[src/rtl/rsx_pkg.sv]
// Shared widths, function codes and types of the execute unit.
package rsx_pkg;

   localparam int FUNC_W      = 4;
   localparam int DATA_W      = 32;
   localparam int REG_COUNT   = 32;
   localparam int REG_IDX_W   = 5;
   localparam int COUNT_W     = 32;
   localparam int NUM_OPS     = 10;
   localparam int OP_IDX_W    = 4;
   localparam int PC_OUT_W    = 10;
   localparam int ADDR_IN_W   = 12;
   localparam int TARGET_IN_W = 10;

   // Function codes of the request word.
   localparam logic [FUNC_W-1:0] FN_ADD     = 4'd1;
   localparam logic [FUNC_W-1:0] FN_SUB     = 4'd2;
   localparam logic [FUNC_W-1:0] FN_MUL     = 4'd3;
   localparam logic [FUNC_W-1:0] FN_ADDI    = 4'd4;
   localparam logic [FUNC_W-1:0] FN_BEQ     = 4'd5;
   localparam logic [FUNC_W-1:0] FN_BNE     = 4'd6;
   localparam logic [FUNC_W-1:0] FN_SLT     = 4'd7;
   localparam logic [FUNC_W-1:0] FN_LW      = 4'd8;
   localparam logic [FUNC_W-1:0] FN_SW      = 4'd9;
   localparam logic [FUNC_W-1:0] FN_J       = 4'd10;
   localparam logic [FUNC_W-1:0] FN_PRE_MEM = 4'd11;
   localparam logic [FUNC_W-1:0] FN_PRE_REG = 4'd12;

   // Register file write port.
   typedef struct packed {
      logic                 en;
      logic [REG_IDX_W-1:0] addr;
      logic [DATA_W-1:0]    data;
   } rf_wr_type;

endpackage

[src/rtl/rsx_regfile.sv]
// Register file memory with two registered read ports, valid bits and write forwarding.
module rsx_regfile (
   input  logic                               clock,
   input  logic                               reset,
   input  logic                               rd_en,
   input  logic [rsx_pkg::REG_IDX_W-1:0]      rd_addr_a,
   input  logic [rsx_pkg::REG_IDX_W-1:0]      rd_addr_b,
   input  rsx_pkg::rf_wr_type                 wr,
   output logic [rsx_pkg::DATA_W-1:0]         rd_data_a,
   output logic [rsx_pkg::DATA_W-1:0]         rd_data_b
);

   logic [rsx_pkg::DATA_W-1:0]    mem [rsx_pkg::REG_COUNT];
   logic [rsx_pkg::DATA_W-1:0]    mem_a_ff;
   logic [rsx_pkg::DATA_W-1:0]    mem_b_ff;
   logic [rsx_pkg::REG_IDX_W-1:0] addr_a_ff;
   logic [rsx_pkg::REG_IDX_W-1:0] addr_b_ff;
   logic [rsx_pkg::REG_COUNT-1:0] valid_ff;
   logic [rsx_pkg::REG_COUNT-1:0] valid_in;
   logic                          fwd_valid_ff;
   logic                          fwd_valid_in;
   logic [rsx_pkg::REG_IDX_W-1:0] fwd_addr_ff;
   logic [rsx_pkg::DATA_W-1:0]    fwd_data_ff;

   // Storage write port.
   always_ff @(posedge clock) begin
      if (wr.en) begin
         mem[wr.addr] <= wr.data;
      end
   end

   // Read ports; data and address hold while no new word is taken.
   always_ff @(posedge clock) begin
      if (rd_en) begin
         mem_a_ff  <= mem[rd_addr_a];
         mem_b_ff  <= mem[rd_addr_b];
         addr_a_ff <= rd_addr_a;
         addr_b_ff <= rd_addr_b;
      end
   end

   // A register never written reads as zero.
   always_comb begin
      valid_in = valid_ff;
      if (wr.en) begin
         valid_in[wr.addr] = 1'b1;
      end
   end

   assign fwd_valid_in = fwd_valid_ff | wr.en;

   // Valid bits and the record of the latest write.
   always_ff @(posedge clock) begin
      if (reset) begin
         valid_ff     <= '0;
         fwd_valid_ff <= 1'b0;
      end else begin
         valid_ff     <= valid_in;
         fwd_valid_ff <= fwd_valid_in;
      end
      if (wr.en) begin
         fwd_addr_ff <= wr.addr;
         fwd_data_ff <= wr.data;
      end
   end

   // The latest write wins over the array, which may have been read in the same cycle.
   always_comb begin
      if (fwd_valid_ff && (fwd_addr_ff == addr_a_ff)) begin
         rd_data_a = fwd_data_ff;
      end else if (valid_ff[addr_a_ff]) begin
         rd_data_a = mem_a_ff;
      end else begin
         rd_data_a = '0;
      end
      if (fwd_valid_ff && (fwd_addr_ff == addr_b_ff)) begin
         rd_data_b = fwd_data_ff;
      end else if (valid_ff[addr_b_ff]) begin
         rd_data_b = mem_b_ff;
      end else begin
         rd_data_b = '0;
      end
   end

endmodule

[config.mk]
export PLATFORM = sky130hd
export DESIGN_NAME = rsx_regfile
export DESIGN_NICKNAME = d
export VERILOG_FILES = /design/src/rtl/rsx_pkg.sv /design/src/rtl/rsx_regfile.sv
export SDC_FILE = /design/constraint.sdc
export NUM_CORES = 1
export LEC_CHECK = 0
export BUFFER_PORTS_ARGS = -buffer_cell sky130_fd_sc_hd__buf_4
export CAP_MARGIN = 20
export CELL_PAD_IN_SITES_DETAIL_PLACEMENT = 1
export CELL_PAD_IN_SITES_GLOBAL_PLACEMENT = 1
export CORE_MARGIN = 4
export CORE_UTILIZATION = 31
export CTS_BUF_LIST = sky130_fd_sc_hd__clkbuf_16
export CTS_CLUSTER_SIZE = 24
export DETAILED_ROUTE_END_ITERATION = 10
export GPL_TIMING_DRIVEN = 0
export PLACE_DENSITY = 0.51
export SYNTH_ARGS = -nofsm -noshare
export SYNTH_HDL_FRONTEND = slang
export SYNTH_SLANG_ARGS = --single-unit
export TNS_END_PERCENT = 1
[constraint.sdc]
create_clock -name clock -period 3.2 [get_ports clock]
set_clock_uncertainty 0.15 [all_clocks]
set_input_delay 0.16 -clock clock [delete_from_list [all_inputs] [get_ports clock]]
set_output_delay 0.16 -clock clock [all_outputs]
set_load 0.01 [all_outputs]
==> results of run 1 <==
-- flip-flops by register name, indices dropped and copies added (netlist names) --
register      count
fwd_valid_ff      1
valid_ff         32
addr_b_ff         5
mem_b_ff         32
addr_a_ff         5
mem            1024
fwd_addr_ff       5
fwd_data_ff      32
mem_a_ff         32
-- power groups by stage --
stage                     combinational, mW  clock (mW)  sequential (mW)
after floorplan                        1.77           0             17.5
after global placement                 3.15           0             17.6
after detailed placement               3.32           0             17.6
after CTS                              3.50        15.5             17.3
after global routing                   3.63        16.1             17.3
final                                  3.47        15.1             17.3
-- final timing paths --
path | start | end | slack [ns] | cells after the start
min | rd_addr_a[1] | addr_a_ff[1]$_DFFE_PP_ | 0.08 | 2
max | addr_a_ff[1]$_DFFE_PP_ | rd_data_a[22] | -0.51 | 10
max reg2reg | mem[8][11]$_DFFE_PP_ | mem_a_ff[11]$_DFFE_PP_ | 0.97 | 3
min reg2reg | valid_ff[31]$_SDFFE_PP0P_ | valid_ff[31]$_SDFFE_PP0P_ | 0.35 | 2
-- worst register-to-register path: cells and delay by family, from the launching register on --
family	cells	cell delay, ns
multiplexers	3	1.41
flip-flops	1	0.41
-- placed cells by master (no fill, tap or decap), types with 3 or more instances in the layout --
| master | n |
|---|---|
| mux2i_1 | 32 |
| buf_4 | 109 |
| nand3b_1 | 5 |
| dlygate4sd3_1 | 61 |
| buf_12 | 50 |
| inv_1 | 27 |
| buf_16 | 18 |
| buf_2 | 51 |
| a22o_4 | 21 |
| nor2_1 | 69 |
| or3b_2 | 3 |
| inv_6 | 5 |
| buf_8 | 32 |
| a22o_1 | 44 |
| dfxtp_1 | 33 |
| nor2_4 | 32 |
| edfxtp_1 | 1135 |
| mux4_2 | 648 |
| clkbuf_2 | 3 |
| buf_6 | 10 |
| clkbuf_16 | 141 |
| mux2_2 | 64 |
| xor2_1 | 8 |
| bufinv_16 | 9 |
| clkinv_2 | 15 |
| clkinv_1 | 31 |
| clkinv_8 | 6 |
| clkbuf_1 | 90 |
| buf_1 | 16 |
-- cell type report --
type	instances	area [um2]	share of cell area, %
Sequential cell	1168	34700	54.9
Multi-Input combinational cell	945	17300	27.3
Clock buffer	141	3530	5.57
Timing Repair Buffer	270	3350	5.29
Tap cell	2204	2760	4.36
Buffer	172	856	1.35
Clock inverter	97	763	1.21
-- cell families after synthesis --
family,count (synthesis),share of synthesized area (%)
xor+xnor,10,0.167
mux,744,29.8
buf+inv,174,1.54
flops,1168,66.3
compound gates,66,1.10
simple gates,125,1.09
-- routing by layer --
layer	share of wire (%)	wire, um	global-route usage, %	up-vias
met5	0.0071	13	0	-
met4	3.8	7030	7.62	2
met3	5.5	10100	3.70	295
met2	52	95400	36.9	1020
met1	39	71700	26.2	15847
li1	-	-	-	11046
-- cell usage after synthesis, types with 4 or more instances --
cell and instances:
buf_1 17, mux2i_1 32, and3_1 4, mux2_2 64, buf_2 50, nor2_1 101, mux4_2 648, xor2_1 8
a22o_1 66, buf_6 8, nand3b_1 5, clkbuf_1 97, dfxtp_1 33, edfxtp_1 1135
-- timing repair --
item	in CTS	in global routing
hold buffers	62	0
endpoints found under the setup margin	64	64
setup buffers	4	0
hold endpoints to repair	1181	0
gates resized for setup	57	7
cloned	2	0
pin swaps	4	3
-- stage by stage --
stage | cell area (um2) | power, mW | setup TNS (ns) | utilization, % | instances
after floorplan | 52400 | 19.3 | 0 | - | 2287
after global placement | 56000 | 20.7 | -3231.42 | 33.4 | 4604
after detailed placement | 57900 | 20.9 | -200.22 | 34.5 | 4686
after CTS | 63200 | 36.2 | -31.89 | 37.7 | 4990
after global routing | 63300 | 37.0 | -35.36 | 37.8 | 4997
final | 63300 | 35.8 | -28.24 | 37.8 | 4997
==> flow_metrics.env, run 1 <==
export IMPL_status="finished with violations"
export IMPL_violations="negative setup slack"
export IMPL_place_ws_ns=-0.745
export IMPL_post_drt_wl_per_cell_um=36.9
export IMPL_drtIter0Drc=2903
export IMPL_maxCapViolCount=0
export IMPL_cp_start_kind="flip-flop"
export IMPL_ant_nets=0
export IMPL_yosys_most_used_dff="edfxtp_1"
export IMPL_critical_path_required_ns=2.89
export IMPL_layout_drive_gt1_share_pct=44.0
export IMPL_ys_top_cells_by_area="edfxtp_1 (65%), mux4_2 (28%), mux2_2 (1.4%)"
export IMPL_synth_edf_count=1135
export IMPL_setup_violations=64
export IMPL_path_cells="buf_6 > buf_12 > mux2i_1 > mux4_2 > and3_4 > nor4_4 > buf_12 > buf_12 > a22o_4 > buf_4"
export IMPL_grt_start_max_net_pins=42
export IMPL_clock_sinks=1168
export IMPL_drtPass1Iterations=5
export IMPL_postSynthCellCount=2287
export IMPL_die_area_mm2=0.176
export IMPL_netlist_area_mm2=0.0524
export IMPL_n_fill_cell=15803
export IMPL_synth_cell_types=24
export IMPL_path_buf_inv=5
export IMPL_cpPeakStageDelay_ns=0.47
export IMPL_slew_headroom_pct=22.4
export IMPL_drc_errors=0
export IMPL_crit_fanout=10
export IMPL_synth_nets=2338
export IMPL_yosysTopAreaCell="edfxtp_1"
export IMPL_cts_buffer_depth=3
export IMPL_synth_top_area_share_pct=65.0
export IMPL_final_hold_violation_count=0
export IMPL_critPathCaptureType="output port"
export IMPL_p_per_area_mw_per_mm2=566
export IMPL_hold_class="primary input to flip-flop"
export IMPL_synth_seq_cells=1168
export IMPL_initial_core_util_pct=31.3
export IMPL_grt_pass1_vias=31208
export IMPL_overflow=0
export IMPL_sequentialPowerShare_pct=48.2
export IMPL_whs_ns=0.0806
export IMPL_slowest_stage="mux4_2"
export IMPL_cp_common_cell="buf_12"
export IMPL_cp_arrival_ns=3.40
export IMPL_vias=28210
export IMPL_p_leak_nw=20.0
export IMPL_pwr_share_clk_pct=42.1
export IMPL_syn_area_per_cell_um2=22.9
export IMPL_htree_levels=4
export IMPL_rsz0062_at_grt="true"
export IMPL_ios=115
export IMPL_timing_final_crit_share_pct=116
export IMPL_root_buffer="clkbuf_16"
export IMPL_grt_antenna_before_repair=2
export IMPL_period_needed_ns=3.71
export IMPL_clkSlewWorstSetupHoldPaths_ns=0.05
export IMPL_routed_wl_um=184000
export IMPL_grt_usage_pct=21.0
export IMPL_switching_power_mw=8.43
export IMPL_drv_slew=0
export IMPL_insertion_delay_ns=0.77
export IMPL_seq_area_frac_synth_pct=66.3
export IMPL_port_buffers=113
export IMPL_max_freq_mhz=269
export IMPL_place_congestion=0.762
export IMPL_combPwrFrac_pct=9.7
export IMPL_num_rows=150
export IMPL_core_mm2=0.168
export IMPL_peakVddDrop_mv=0.516
export IMPL_dp_hpwl_um=128000
export IMPL_synth_warnings=0
export IMPL_numCtsBuffers=139
export IMPL_p_int_mw=27.4
export IMPL_fin_ws_ns=-0.514
export IMPL_switching_share_pct=23.5
export IMPL_area_delta_synth_final_pct=20.7
export IMPL_tightest_slew_ns=1.16
export IMPL_die_h_um=419
export IMPL_nets=2747
export IMPL_grt_pass1_wl_um=254000
export IMPL_critical_path_top_delay_family="buffers and inverters"
export IMPL_worstSetupPathType="flip-flop to output port"
export IMPL_cts_tree="done"
export IMPL_n_antenna_cell=0
export IMPL_routed_via_density=5.65
export IMPL_die_w_um=419
export IMPL_synth_async_reset_ratio_pct=0
(Power assumes the default switching activity.)
==> inputs of run 2 (changes only) <==
Settings changed: BUFFER_PORTS_ARGS -buffer_cell sky130_fd_sc_hd__buf_4 to not set, DONT_BUFFER_PORTS set to 1, PLACE_DENSITY 0.51 to 0.5.
==> run 2 against run 1 <==
Effect of this change: register-to-register slack better by 0.03 ns; cell area is 0.38% higher; sequential cell count stayed put; the flow still finishes with violations (negative setup slack); highest routed layer unchanged; sequential power hardly changed; critical path depth is 1 lower; largest cell class unchanged.
==> flow_metrics.env, run 2 (same netlist as run 1, synthesis figures left out) <==
export IMPL_status="finished with violations"
export IMPL_violations="negative setup slack"
export IMPL_cp_start_kind="flip-flop"
export IMPL_area_delta_synth_final_pct=21.2
export IMPL_numCtsBuffers=138
export IMPL_p_leak_nw=20.0
export IMPL_tightest_slew_ns=1.21
export IMPL_die_w_um=419
export IMPL_startpoint="addr_a_ff[1]$_DFFE_PP_"
export IMPL_dp_hpwl_um=129000
export IMPL_layout_commonest_cell="edfxtp_1"
export IMPL_critPathCaptureType="output port"
export IMPL_hold_class="primary input to flip-flop"
export IMPL_critical_path_top_delay_family="buffers and inverters"
export IMPL_grt_usage_pct=21.4
export IMPL_max_freq_mhz=277
export IMPL_grt_pass1_wl_um=256000
export IMPL_routed_via_density=5.66
export IMPL_overflow=0
export IMPL_core_mm2=0.168
export IMPL_grt_antenna_before_repair=4
export IMPL_n_fill_cell=15824
export IMPL_cts_tree="done"
export IMPL_nets=2668
export IMPL_largest_register_ffs=1024
export IMPL_most_common_layout_cells="edfxtp_1 (1135), mux4_2 (648), clkbuf_16 (149), clkbuf_1 (87), buf_12 (82)"
export IMPL_fin_tns_setup_ns=-19.22
export IMPL_p_per_area_mw_per_mm2=567
export IMPL_cts_buffer_depth=3
export IMPL_place_ws_ns=-0.865
export IMPL_final_util_pct=37.9
export IMPL_worstSetupPathType="flip-flop to output port"
export IMPL_routed_wl_um=187000
export IMPL_ant_nets=0
export IMPL_drtIter0Drc=2780
export IMPL_path_cells="buf_6 > buf_16 > mux2i_1 > mux4_2 > and3_4 > nor4_4 > buf_12 > buf_12 > a22o_4"
export IMPL_cp_common_cell="buf_12"
export IMPL_die_h_um=419
export IMPL_hp_start="wr[35]"
export IMPL_final_hold_violation_count=0
export IMPL_drc_errors=0
export IMPL_slew_headroom_pct=19.6
export IMPL_period_needed_ns=3.61
export IMPL_drv_slew=0
export IMPL_htree_levels=4
export IMPL_rsz0062_at_grt="true"
export IMPL_vias=27929
export IMPL_fin_ws_ns=-0.407
export IMPL_cpPeakStageDelay_ns=0.50
export IMPL_drtPass1Iterations=5
export IMPL_place_congestion=0.751
export IMPL_num_rows=150
export IMPL_peakVddDrop_mv=0.528
export IMPL_grt_pass1_vias=31071
export IMPL_post_drt_wl_per_cell_um=38.0
export IMPL_timing_final_crit_share_pct=113
export IMPL_setup_violations=64
export IMPL_slowest_stage="mux4_2"
export IMPL_path_buf_inv=4
export IMPL_cp_arrival_ns=3.30
export IMPL_layout_drive_gt1_share_pct=44.0
export IMPL_whs_ns=0.0642
export IMPL_largest_register="mem"
export IMPL_clkSlewWorstSetupHoldPaths_ns=0.06
export IMPL_power_total_mw=36.0
export IMPL_die_area_mm2=0.176
export IMPL_crit_fanout=5
export IMPL_insertion_delay_ns=0.76
export IMPL_critical_path_required_ns=2.89
export IMPL_port_buffers=0
export IMPL_maxCapViolCount=0
export IMPL_ios=115
export IMPL_root_buffer="clkbuf_16"
export IMPL_r2r_start="mem[31][19]$_DFFE_PP_"
export IMPL_grt_start_max_net_pins=75
export IMPL_clock_sinks=1168
export IMPL_initial_core_util_pct=31.3
-- run 2: worst reg2reg max path: stages, from the launching register on --
cell and delay, ns:
edfxtp_1 0.39, mux4_2 0.52, mux4_2 0.57, mux2_2 0.31
-- run 2: final cells by class --
| cell class | count | area (um2) | share of cell area [%] |
|---|---|---|---|
| clock buffer | 148 | 3700 | 5.83 |
| clock inverter | 100 | 668 | 1.05 |
| tap | 2204 | 2760 | 4.34 |
| timing repair buffer | 193 | 3120 | 4.91 |
| buffer | 171 | 865 | 1.36 |
| multi-input combinational | 945 | 17700 | 27.8 |
| antenna | 6 | 15.0 | 0.0236 |
| sequential | 1168 | 34700 | 54.7 |
-- run 2: per-stage QoR --
stage / instance area [um2] / cells
finish: 63500 / 4935
floorplan: 52400 / 2287
global placement: 55200 / 4491
CTS: 63300 / 4919
detailed placement: 57100 / 4578
global route: 63500 / 4932
-- run 2: power by group --
group / internal, mW / total, mW / switching (mW) / leakage [nW]
combinational: 1.57 / 3.46 / 1.89 / 7.17
sequential: 17.1 / 17.3 / 0.172 / 10.6
clock: 8.93 / 15.3 / 6.36 / 2.27
-- run 2: what timing repair did --
item,4_1_cts,5_1_grt
cloned,2,0
endpoints found under the setup margin,64,64
pin swaps,5,6
setup buffers,4,0
hold endpoints to repair,1428,1
resized for setup,100,6
hold buffers,90,1
-- run 2: path summary, 6_finish.rpt --
check / endpoint / slack, ns / depth (start not counted)
max: rd_data_a[23] / -0.41 / 9
min: mem[31][10]$_DFFE_PP_ / 0.06 / 2
max reg2reg: mem_a_ff[19]$_DFFE_PP_ / 1.00 / 3
min reg2reg: valid_ff[5]$_SDFFE_PP0P_ / 0.35 / 2
-- run 2: metal layers --
layer | part of all wire, % | GRT usage [%] | vias up
li1 | - | - | 10895
met1 | 39 | 26.7 | 15702
met2 | 52 | 37.5 | 1040
met3 | 5.6 | 3.86 | 286
met4 | 3.7 | 7.32 | 6
met5 | 0.025 | 0 | -
